--- config.mk ---
export PLATFORM = sky130hd
export DESIGN_NAME = element_status_response_parser_top
export DESIGN_NICKNAME = d
export VERILOG_FILES = /design/src/rtl/core/esrp_pkg.sv /design/src/rtl/core/element_status_response_parser_top.sv
export SDC_FILE = /design/constraint.sdc
export NUM_CORES = 2
export LEC_CHECK = 0
export ABC_CLOCK_PERIOD_IN_PS = 14800
export BUFFER_PORTS_ARGS = -buffer_cell sky130_fd_sc_hd__clkbuf_2
export CAP_MARGIN = 5
export CORE_UTILIZATION = 50
export DETAILED_ROUTE_END_ITERATION = 8
export GPL_TIMING_DRIVEN = 0
export PLACE_DENSITY = 0.67
export SETUP_SLACK_MARGIN = 0.5
export SLEW_MARGIN = 20
export SYNTH_ARGS = -nofsm -noshare
export SYNTH_HDL_FRONTEND = slang
export SYNTH_SLANG_ARGS = --single-unit
--- constraint.sdc ---
create_clock -name i_clk -period 14.8 [get_ports i_clk]
set_input_delay 1.48 -clock i_clk [delete_from_list [all_inputs] [get_ports i_clk]]
set_output_delay 1.48 -clock i_clk [all_outputs]
set_load 0.01 [all_outputs]
--- src/rtl/core/esrp_pkg.sv ---
// shared types and constants for the element status response parser
package esrp_pkg;

    localparam int MAX_NAME_LEN_DEF = 6;
    localparam int NAME_BYTES       = 6;
    localparam int HDR_LEN          = 8;
    localparam int FIFO_DEPTH       = 4;

    localparam logic [7:0] CHAR_NUL   = 8'h00;
    localparam logic [7:0] CHAR_SPACE = 8'h20;
    localparam int         TAG_BIT    = 7;

    // data header byte offsets
    localparam logic [15:0] DH_COUNT_HI = 16'd2;
    localparam logic [15:0] DH_COUNT_LO = 16'd3;

    // page header byte offsets
    localparam logic [15:0] PH_OFF_TYPE    = 16'd0;
    localparam logic [15:0] PH_OFF_FLAGS   = 16'd1;
    localparam logic [15:0] PH_OFF_DLEN_HI = 16'd2;
    localparam logic [15:0] PH_OFF_DLEN_LO = 16'd3;
    localparam logic [15:0] PH_OFF_CNT_HI  = 16'd5;
    localparam logic [15:0] PH_OFF_CNT_MID = 16'd6;
    localparam logic [15:0] PH_OFF_CNT_LO  = 16'd7;

    // element descriptor byte offsets
    localparam logic [15:0] DO_ADDR_HI = 16'd0;
    localparam logic [15:0] DO_ADDR_LO = 16'd1;
    localparam logic [15:0] DO_STATE   = 16'd2;
    localparam logic [15:0] DO_ASC     = 16'd4;
    localparam logic [15:0] DO_ASCQ    = 16'd5;
    localparam logic [15:0] DO_FLAGS   = 16'd9;
    localparam logic [15:0] DO_SRC_HI  = 16'd10;
    localparam logic [15:0] DO_SRC_LO  = 16'd11;
    localparam logic [15:0] DO_NAME    = 16'd12;

    typedef enum logic [3:0] {
        PH_DATA_HDR = 4'b0001,
        PH_PAGE_HDR = 4'b0010,
        PH_DESC     = 4'b0100,
        PH_DONE     = 4'b1000
    } t_phase;

    typedef struct packed {
        logic [7:0] data_byte;
        logic       last_byte;
    } t_in;

    typedef struct packed {
        logic        is_element;
        logic [15:0] elem_address;
        logic [7:0]  elem_type;
        logic [7:0]  elem_state;
        logic [7:0]  add_sense_code;
        logic [7:0]  add_sense_qual;
        logic [7:0]  elem_flags;
        logic [15:0] src_elem_addr;
        logic [47:0] name_chars;
        logic [2:0]  name_length;
        logic [15:0] elem_index;
        logic        last_item;
    } t_out;

endpackage

--- src/rtl/core/element_status_response_parser_top.sv ---
// element status response parser: byte-stream parser with a small result queue
//
// Takes one response byte per request and accepts a new byte every cycle while
// the four-entry result queue has room for two results. Each byte updates the
// header/descriptor state; a descriptor's result (and, on the final buffer
// byte, the end marker unless the last element was sent) enters the queue at
// the same edge and can be taken from the next cycle on. A byte produces at most
// two results, so o_ready drops only when the queue holds more than two untaken
// results. After the final buffer byte the parser is back in its reset state.
module element_status_response_parser_top #(
    parameter int MAX_NAME_LEN = esrp_pkg::MAX_NAME_LEN_DEF
) (
    input  logic           i_clk,
    input  logic           i_rst_n,
    input  logic           i_valid,
    output logic           o_ready,
    input  esrp_pkg::t_in  i_data,
    output logic           o_valid,
    input  logic           i_ready,
    output esrp_pkg::t_out o_data
);
    import esrp_pkg::*;

    localparam int          NameCap  = (MAX_NAME_LEN < NAME_BYTES) ? MAX_NAME_LEN : NAME_BYTES;
    localparam logic [2:0]  NameCapW = 3'(NameCap);
    localparam int          PtrW     = $clog2(FIFO_DEPTH);
    localparam logic [15:0] HdrEnd   = 16'(HDR_LEN - 1);

    // parser state
    t_phase      r_phase, n_phase;
    logic [15:0] r_pos, n_pos;
    logic [15:0] r_avail, n_avail;
    logic [15:0] r_cnt, n_cnt;
    logic [15:0] r_dlen, n_dlen;
    logic [23:0] r_left, n_left;
    logic [7:0]  r_ptype, n_ptype;
    logic        r_tags, n_tags;
    logic [15:0] r_addr, n_addr;
    logic [7:0]  r_state, n_state;
    logic [7:0]  r_asc, n_asc;
    logic [7:0]  r_ascq, n_ascq;
    logic [7:0]  r_flags, n_flags;
    logic [15:0] r_src, n_src;
    logic [47:0] r_name, n_name;
    logic [2:0]  r_nlen, n_nlen;
    logic        r_nclosed, n_nclosed;

    // descriptor fields with the current byte folded in
    logic [15:0] a_addr;
    logic [7:0]  a_state, a_asc, a_ascq, a_flags;
    logic [15:0] a_src;
    logic [47:0] a_name;
    logic [2:0]  a_nlen;
    logic        a_nclosed;

    logic [7:0]  w_byte;
    logic        w_accept;
    logic [15:0] w_eff, w_pos_inc, w_cnt_inc;
    logic [23:0] w_left_dec;
    logic        w_complete, w_elem_push, w_mark_push;
    t_out        w_elem, w_mark, w_slot0, w_slot1;
    logic [1:0]  w_push;

    // result queue
    t_out            r_fifo [FIFO_DEPTH];
    logic [PtrW-1:0] r_wr, r_rd;
    logic [PtrW:0]   r_count;
    logic            w_pop;
    logic [PtrW-1:0] w_wr1;

    assign w_byte   = i_data.data_byte;
    assign o_ready  = (r_count <= (PtrW+1)'(FIFO_DEPTH - 2));
    assign w_accept = i_valid && o_ready;
    assign o_valid  = (r_count != '0);
    assign o_data   = r_fifo[r_rd];
    assign w_pop    = o_valid && i_ready;
    assign w_wr1    = r_wr + PtrW'(1);

    assign w_eff      = (r_dlen == 16'd0) ? 16'd1 : r_dlen;
    assign w_pos_inc  = r_pos + 16'd1;
    assign w_cnt_inc  = r_cnt + 16'd1;
    assign w_left_dec = (r_left != 24'd0) ? (r_left - 24'd1) : r_left;

    always_comb begin
        a_addr    = r_addr;
        a_state   = r_state;
        a_asc     = r_asc;
        a_ascq    = r_ascq;
        a_flags   = r_flags;
        a_src     = r_src;
        a_name    = r_name;
        a_nlen    = r_nlen;
        a_nclosed = r_nclosed;
        unique case (r_pos)
            DO_ADDR_HI: a_addr[15:8] = w_byte;
            DO_ADDR_LO: a_addr[7:0]  = w_byte;
            DO_STATE:   a_state      = w_byte;
            DO_ASC:     a_asc        = w_byte;
            DO_ASCQ:    a_ascq       = w_byte;
            DO_FLAGS:   a_flags      = w_byte;
            DO_SRC_HI:  a_src[15:8]  = w_byte;
            DO_SRC_LO:  a_src[7:0]   = w_byte;
            default: ;
        endcase
        // volume tag scan ends at space or nul
        if (r_pos >= DO_NAME && r_tags && !r_nclosed) begin
            if (w_byte == CHAR_NUL || w_byte == CHAR_SPACE) begin
                a_nclosed = 1'b1;
            end else if (r_nlen < NameCapW) begin
                for (int i = 0; i < NAME_BYTES; i++) begin
                    if (r_nlen == 3'(i)) begin
                        a_name[8*(NAME_BYTES-1-i) +: 8] = w_byte;
                    end
                end
                a_nlen = r_nlen + 3'd1;
            end
        end
    end

    always_comb begin
        w_elem                = '0;
        w_elem.is_element     = 1'b1;
        w_elem.elem_address   = a_addr;
        w_elem.elem_type      = r_ptype;
        w_elem.elem_state     = a_state;
        w_elem.add_sense_code = a_asc;
        w_elem.add_sense_qual = a_ascq;
        w_elem.elem_flags     = a_flags;
        w_elem.src_elem_addr  = a_src;
        w_elem.name_chars     = a_name;
        w_elem.name_length    = a_nlen;
        w_elem.elem_index     = r_cnt;
        w_elem.last_item      = (w_cnt_inc == r_avail);
        w_mark                = '0;
        w_mark.last_item      = 1'b1;
    end

    always_comb begin
        n_phase   = r_phase;
        n_pos     = r_pos;
        n_avail   = r_avail;
        n_cnt     = r_cnt;
        n_dlen    = r_dlen;
        n_left    = r_left;
        n_ptype   = r_ptype;
        n_tags    = r_tags;
        n_addr    = r_addr;
        n_state   = r_state;
        n_asc     = r_asc;
        n_ascq    = r_ascq;
        n_flags   = r_flags;
        n_src     = r_src;
        n_name    = r_name;
        n_nlen    = r_nlen;
        n_nclosed = r_nclosed;
        w_complete  = 1'b0;
        w_elem_push = 1'b0;
        w_mark_push = 1'b0;

        unique case (r_phase)
            PH_DATA_HDR: begin
                if (r_pos == DH_COUNT_HI) n_avail[15:8] = w_byte;
                if (r_pos == DH_COUNT_LO) n_avail[7:0]  = w_byte;
                if (r_pos == HdrEnd) begin
                    n_pos   = 16'd0;
                    n_phase = (n_avail != 16'd0) ? PH_PAGE_HDR : PH_DONE;
                end else begin
                    n_pos = w_pos_inc;
                end
            end
            PH_PAGE_HDR: begin
                unique case (r_pos)
                    PH_OFF_TYPE:    n_ptype        = w_byte;
                    PH_OFF_FLAGS:   n_tags         = w_byte[TAG_BIT];
                    PH_OFF_DLEN_HI: n_dlen[15:8]   = w_byte;
                    PH_OFF_DLEN_LO: n_dlen[7:0]    = w_byte;
                    PH_OFF_CNT_HI:  n_left[23:16]  = w_byte;
                    PH_OFF_CNT_MID: n_left[15:8]   = w_byte;
                    PH_OFF_CNT_LO:  n_left[7:0]    = w_byte;
                    default: ;
                endcase
                if (r_pos == HdrEnd) begin
                    n_pos = 16'd0;
                    // empty page goes straight to the next page header
                    if (n_left != 24'd0) begin
                        n_phase   = PH_DESC;
                        n_addr    = '0;
                        n_state   = '0;
                        n_asc     = '0;
                        n_ascq    = '0;
                        n_flags   = '0;
                        n_src     = '0;
                        n_name    = '0;
                        n_nlen    = '0;
                        n_nclosed = 1'b0;
                    end
                end else begin
                    n_pos = w_pos_inc;
                end
            end
            PH_DESC: begin
                n_addr    = a_addr;
                n_state   = a_state;
                n_asc     = a_asc;
                n_ascq    = a_ascq;
                n_flags   = a_flags;
                n_src     = a_src;
                n_name    = a_name;
                n_nlen    = a_nlen;
                n_nclosed = a_nclosed;
                n_left    = w_left_dec;
                if (w_pos_inc >= w_eff) begin
                    w_complete = 1'b1;
                    n_cnt      = w_cnt_inc;
                    n_pos      = 16'd0;
                    n_addr     = '0;
                    n_state    = '0;
                    n_asc      = '0;
                    n_ascq     = '0;
                    n_flags    = '0;
                    n_src      = '0;
                    n_name     = '0;
                    n_nlen     = '0;
                    n_nclosed  = 1'b0;
                    if (w_cnt_inc == r_avail) begin
                        n_phase = PH_DONE;
                    end else if (w_left_dec == 24'd0) begin
                        n_phase = PH_PAGE_HDR;
                    end
                end else begin
                    n_pos = w_pos_inc;
                end
            end
            PH_DONE: ;
            default: n_phase = PH_DATA_HDR;
        endcase

        w_elem_push = w_complete;
        if (i_data.last_byte) begin
            // buffer ends inside a descriptor: flush it with missing bytes as zero
            if (n_phase == PH_DESC && n_pos != 16'd0) begin
                w_elem_push = 1'b1;
                n_cnt       = w_cnt_inc;
            end
            w_mark_push = !(n_avail != 16'd0 && n_cnt == n_avail);
            n_phase   = PH_DATA_HDR;
            n_pos     = '0;
            n_avail   = '0;
            n_cnt     = '0;
            n_dlen    = '0;
            n_left    = '0;
            n_ptype   = '0;
            n_tags    = 1'b0;
            n_addr    = '0;
            n_state   = '0;
            n_asc     = '0;
            n_ascq    = '0;
            n_flags   = '0;
            n_src     = '0;
            n_name    = '0;
            n_nlen    = '0;
            n_nclosed = 1'b0;
        end
    end

    assign w_slot0 = w_elem_push ? w_elem : w_mark;
    assign w_slot1 = w_mark;
    assign w_push  = w_accept ? (2'(w_elem_push) + 2'(w_mark_push)) : 2'd0;

    always_ff @(posedge i_clk) begin
        if (!i_rst_n) begin
            r_phase   <= PH_DATA_HDR;
            r_pos     <= '0;
            r_avail   <= '0;
            r_cnt     <= '0;
            r_dlen    <= '0;
            r_left    <= '0;
            r_ptype   <= '0;
            r_tags    <= 1'b0;
            r_addr    <= '0;
            r_state   <= '0;
            r_asc     <= '0;
            r_ascq    <= '0;
            r_flags   <= '0;
            r_src     <= '0;
            r_name    <= '0;
            r_nlen    <= '0;
            r_nclosed <= 1'b0;
        end else if (w_accept) begin
            r_phase   <= n_phase;
            r_pos     <= n_pos;
            r_avail   <= n_avail;
            r_cnt     <= n_cnt;
            r_dlen    <= n_dlen;
            r_left    <= n_left;
            r_ptype   <= n_ptype;
            r_tags    <= n_tags;
            r_addr    <= n_addr;
            r_state   <= n_state;
            r_asc     <= n_asc;
            r_ascq    <= n_ascq;
            r_flags   <= n_flags;
            r_src     <= n_src;
            r_name    <= n_name;
            r_nlen    <= n_nlen;
            r_nclosed <= n_nclosed;
        end
    end

    always_ff @(posedge i_clk) begin
        if (!i_rst_n) begin
            r_wr    <= '0;
            r_rd    <= '0;
            r_count <= '0;
        end else begin
            r_wr    <= r_wr + PtrW'(w_push);
            r_rd    <= r_rd + PtrW'(w_pop);
            r_count <= r_count + (PtrW+1)'(w_push) - (PtrW+1)'(w_pop);
        end
    end

    always_ff @(posedge i_clk) begin
        if (w_push != 2'd0) begin
            r_fifo[r_wr] <= w_slot0;
        end
        if (w_push == 2'd2) begin
            r_fifo[w_wr1] <= w_slot1;
        end
    end

endmodule

# --- After elaboration in Yosys (flattened, before gate mapping) ---
# Memories as Yosys holds them, arrays and structs flattened. A register that Yosys moved wholly into a read port is not among the register bits.
# Index checks and enable logic that the tools add are counted.
classes:
  div: 0
  bitwise: 0
  n_mul: 0
  n_addsub: 10
  n_reduce_logical: 35
  shift: 0
  eq_ne: 28
  mux: 115
  magnitude_cmp: 4
ops:
  columns: ["op", "count"]
  rows:
  - ["2-to-1 mux 48 bit", 7]
  - ["2-to-1 mux 8 bit", 39]
  - ["2-to-1 mux 16 bit", 19]
  - ["2-to-1 mux 141 bit", 1]
  - ["one-hot mux 16 bit (2 select lines)", 3]
  - ["one-hot mux 48 bit (2 select lines)", 1]
  - ["== test 16 x 3 -> 1 bit (second input constant)", 4]
  - ["one-hot mux 8 bit (2 select lines)", 4]
  - ["== test 16 x 4 -> 1 bit (second input constant)", 3]
  - ["2-to-1 mux 24 bit", 2]
  - ["one-hot mux 24 bit (2 select lines)", 1]
  - ["nonzero test 16 bit", 3]
  - ["nonzero test 24 bit", 2]
  - ["adder 16 x 1 -> 16 bit (second input constant)", 2]
  - ["== test 16 bit", 2]
  - ["== test 16 x 2 -> 1 bit (second input constant)", 2]
  - ["logical NOT 16 bit", 2]
  - ["2-to-1 mux 4 bit", 8]
  - ["logical NOT 24 bit", 1]
  - ["subtractor 24 x 1 -> 24 bit (second input constant)", 1]
  - ["2-to-1 mux 3 bit", 7]
  - ["2-to-1 mux 1 bit", 18]
  - ["== test 16 x 1 -> 1 bit (second input constant)", 1]
  - ["greater-or-equal comparator 16 bit", 1]
  - ["other kinds (37)", 58]
word_totals:
  ramBits: 564
  latchBits: 0
  rom_bits: 0
  input_bits: 13
  mem_count: 1
  word_cells: 214
  reg_bits: 224
mem_list:
  columns: ["name", "words", "width", "rd", "rd_clocked_by_memory_dff", "wr", "line_no", "text"]
  rows:
  - ["r_fifo", 4, 141, 1, 1, 2, "element_status_response_parser_top.sv:65", "t_out r_fifo [FIFO_DEPTH];"]

# --- Longest topological paths before layout ---
depth:
  ltp_word: 20
  mapped_depth: 27

# --- Least setup slack after synthesis ---
# No wires, ideal clock.
synth_path:
  path_type: "input port to flip-flop"
  from: "input i_data[4] (netlist name)"
  to: "memory r_fifo[0][114] (netlist name)"
  slack_ns: 9.373
  stages: 19
  path_buffers: 4
  t_arrival_ns: 5.358
  cell_sequence: "clkbuf_1 or4_1 nor3_1 a2111oi_0 a221o_1 nor4_4 o21ai_1 o31ai_2 buf_4 o21ai_0 a221oi_1 a41oi_1 ha_1 and3_1 o221ai_4 or3_4 buf_8 buf_8 o21ai_2"
synth_rtl:
  columns: ["item", "line_no", "text"]
  rows:
  - ["from (decl)", "element_status_response_parser_top.sv:17", "input esrp_pkg::t_in i_data,"]
  - ["to (decl)", "element_status_response_parser_top.sv:65", null]

==> flow_summary_export.csv <==
group,metric,value,unit
yosys,synth_edf_count,0,
yosys,synth_mux_area_share,14.2,%
cts,cts_max_level,3,
routing,drc,0,
pwr,total_power,4.85,mW
pwr,clockPowerShare,44.8,%
sta,hold_viol_final,0,
hold_path,min_from,"r_fifo[2][66]",
cells_and_area,most-common-layout-cells,"dfxtp_1 (788), nand2_1 (744), o21ai_0 (314)",
cells_and_area,nFillCells,6154,
cts,cts.clk_slew.worst_paths,0.06,ns
sta,worst_slack,7.57,ns
yosys,yosys_warnings,0,
routing,via_per_inst,5.87,
yosys,netlist_instances,3718,
sta,clock_skew,0.0370,ns
yosys,synth-main-ff-cell,"dfxtp_1",
cells_and_area,design_area,39700,µm²
hold_path,min_path_type,"reg2reg",
pwr,power.share.switching,26.3,%
floorplanning,die_h,266,µm
floorplanning,dieArea,70900,µm²
sta,fin_crit_sh,48.9,%
cts,postCtsSetupRepairBufs,0,
cts,cts.sinks,788,
grt,grt_overflow,0,
floorplanning,start_util,50.8,%
cts,cts_tree,"done",
worst_setup_path,r2r-start,"r_pos[0]",
yosys,synthAdderAreaFrac,1.28,%
floorplanning,top_level_ports,156,
cts,hold_buffers,0,
yosys,synth_top_area_share,45.2,%
yosys,syn_nets,3766,
routing,first_iter_violations,2912,
yosys,avgSynthCellArea,9.40,µm²
routing,ant_nets,0,
cells_and_area,final_cells,4947,
sta,period_needed,7.23,ns
yosys,synth_top_family_by_area,"compound AO/OA/AOI/OAI gates",
job,max_cap_violations,0,
place,dp_slack,7.75,ns
worst_setup_path,crit_end,"r_fifo[0][127]",
routing,wirelength,109,mm
worst_setup_path,setup.worst_path.start,"r_pos[0]",
routing,vias,29000,
cells_and_area,final_common_cell,"dfxtp_1",
place,placed_area,36800,µm²
yosys,synth.distinct_cells,95,
yosys,synth_xor_area_share,1.75,%
yosys,async_flop_share,0,%
cts,cts_resized,0,
worst_setup_path,critical_path_class,"reg2reg",
place,gp_congestion,0.964,
yosys,post-synth-top-area-cell,"dfxtp_1",
worst_setup_path,path_max_fanout,10,
cts,clockBufferDepth,3,
worst_setup_path,reg2reg_depth,24,
worst_setup_path,crit_arrival,7.82,ns
cts,clk_latency,0.66,ns
floorplanning,placementRows,96,
place,dp_cells,4796,
worst_setup_path,r2r-end,"r_fifo[0][127]",
place,hpwl,74.1,mm
worst_setup_path,startpoint_type,"register",
routing,firstDrtPassIters,6,
floorplanning,fp.dieW,266,µm
sta,drv_slew,0,
pwr,vdd_drop_max,0.0936,mV
floorplanning,core,68800,µm²
cts,clockRootBuffer,"clkbuf_16",
yosys,synth_area_leaders,"dfxtp_1 (45%), mux4_2 (9.1%), nand2_1 (8.0%)",
grt,first_global_vias,27300,
sta,tightest_slew,1.18,ns
grt,track_usage,30.1,%
sta,tns,0,ns
pwr,p_comb_share,11.0,%
pwr,p_per_area,122,nW/µm²
worst_setup_path,endpoint_kind,"register",
pwr,netSwitchingPower,1.28,mW
pwr,intPower,3.58,mW
cts,cts_made_buffers,83,
sta,rsz0062_at_grt,"no",
worst_setup_path,cp_data_required_time,15.39,ns
grt,antenna_found_initial,2,
yosys,ys_ff_latch,788,
yosys,synth-simple-area-share,15.4,%
grt,grt_pass1_wl,164,mm
sta,whs,0.442,ns
yosys,yosysSeqAreaShare,45.2,%
pwr,leakage,14.7,nW
cells_and_area,nets,3999,
run_status,status,"finished, final reports clean",
cells_and_area,syn_to_final_growth,13.6,%
sta,fmax,138,MHz
cells_and_area,final_core_util,57.7,%
cells_and_area,drive_above_1_share,17.1,%
routing,wl_per_cell,22.0,µm
yosys,syn-cell-area,34900,µm²
sta,relSlewSlack,21.5,%
grt,grt_max_degree,15,
worst_setup_path,rrSetupSlack,7.57,ns
sta,setup_viol,0,
place,port_buffers,147,
pwr,pwr-share-seq,44.1,%
yosys,synth-compound-area-share,17.1,%
==> synthesized netlist by cell type (all sizes together), types with 28 or more instances <==
| master | n |
|---|---|
| ha | 34 |
| mux4 | 141 |
| clkbuf | 184 |
| buf | 126 |
| and2 | 28 |
| o21ai | 552 |
| inv | 56 |
| a21oi | 153 |
| nor2 | 135 |
| nor3 | 37 |
| nand2 | 747 |
| nand3 | 54 |
| dfxtp | 788 |
| xnor2 | 46 |
| mux2i | 175 |
| a22o | 83 |
| nor2b | 60 |
==> layer usage <==
metal | up-vias | GRT usage [%] | part of all wire (%)
li1 | 13600 | - | -
met1 | 14100 | 41.1 | 43
met2 | 1154 | 47.8 | 46
met3 | 242 | 4.57 | 7.2
met4 | 0 | 12.1 | 4.0
met5 | - | 0 | 0
==> power groups by stage <==
stage	Clock [mW]	Sequential, mW	Combinational (mW)
final	2.17	2.14	0.536
after global placement	0	2.19	0.525
after detailed placement	0	2.19	0.527
after global routing	2.28	2.14	0.566
after floorplan	0	2.19	0.355
after CTS	2.19	2.14	0.529
==> sequential cells by signal, indices dropped and copies added, names as in the netlist, 16 cells and up <==
register	count
r_fifo	564
r_name	48
r_left	24
r_addr	16
r_avail	16
r_cnt	16
r_dlen	16
r_pos	16
r_src	16
==> area by class of cell <==
class                           count  area [µm²]  area share (%)
Tap cell                          931        1160            2.93
Clock buffer                      113        2340            5.89
Buffer                            310        1580            3.99
Multi-Input combinational cell   2564       17400            43.8
Antenna cell                        2        5.00          0.0126
Clock inverter                     35         497            1.25
Inverter                           56         210           0.530
Sequential cell                   788       15800            39.7
Timing Repair Buffer              148         751            1.89
==> critical path: stages, from the launching register on <==
cell	delay [ns]
dfxtp_1	0.58
ha_1	0.21
buf_2	0.22
nand4_4	0.19
or3_1	0.44
xnor2_1	0.15
ha_1	0.32
nand4_1	0.07
or3_1	0.40
nor2_1	0.14
a221oi_1	0.12
and2_1	0.24
nor2_1	0.50
o31ai_2	0.17
or4b_2	0.68
nand3_1	0.09
a41oi_1	0.20
ha_1	0.43
o21bai_1	0.22
o22ai_1	0.11
nand2_1	0.28
clkbuf_2	0.55
clkbuf_1	0.58
nand2_1	0.18
o21ai_2	0.08
==> how the worst min path moves through the flow <==
stage	endpoint	slack (ns)	cells after the start
final	r_fifo[2][66]	0.44	2
after floorplan	r_fifo[2][140]	0.42	2
after global routing	r_fifo[3][32]	0.46	2
after detailed placement	r_fifo[3][0]	0.44	2
after CTS	r_fifo[2][23]	0.44	2
after global placement	r_fifo[0][140]	0.43	2
==> logic make-up after synthesis <==
kind of cell / Yosys count
compound gates: 943
simple gates: 1198
fa+ha+maj: 35
mux: 319
xor+xnor: 69
flops: 788
buf+inv: 366
Power figures use the tool's default switching activity.
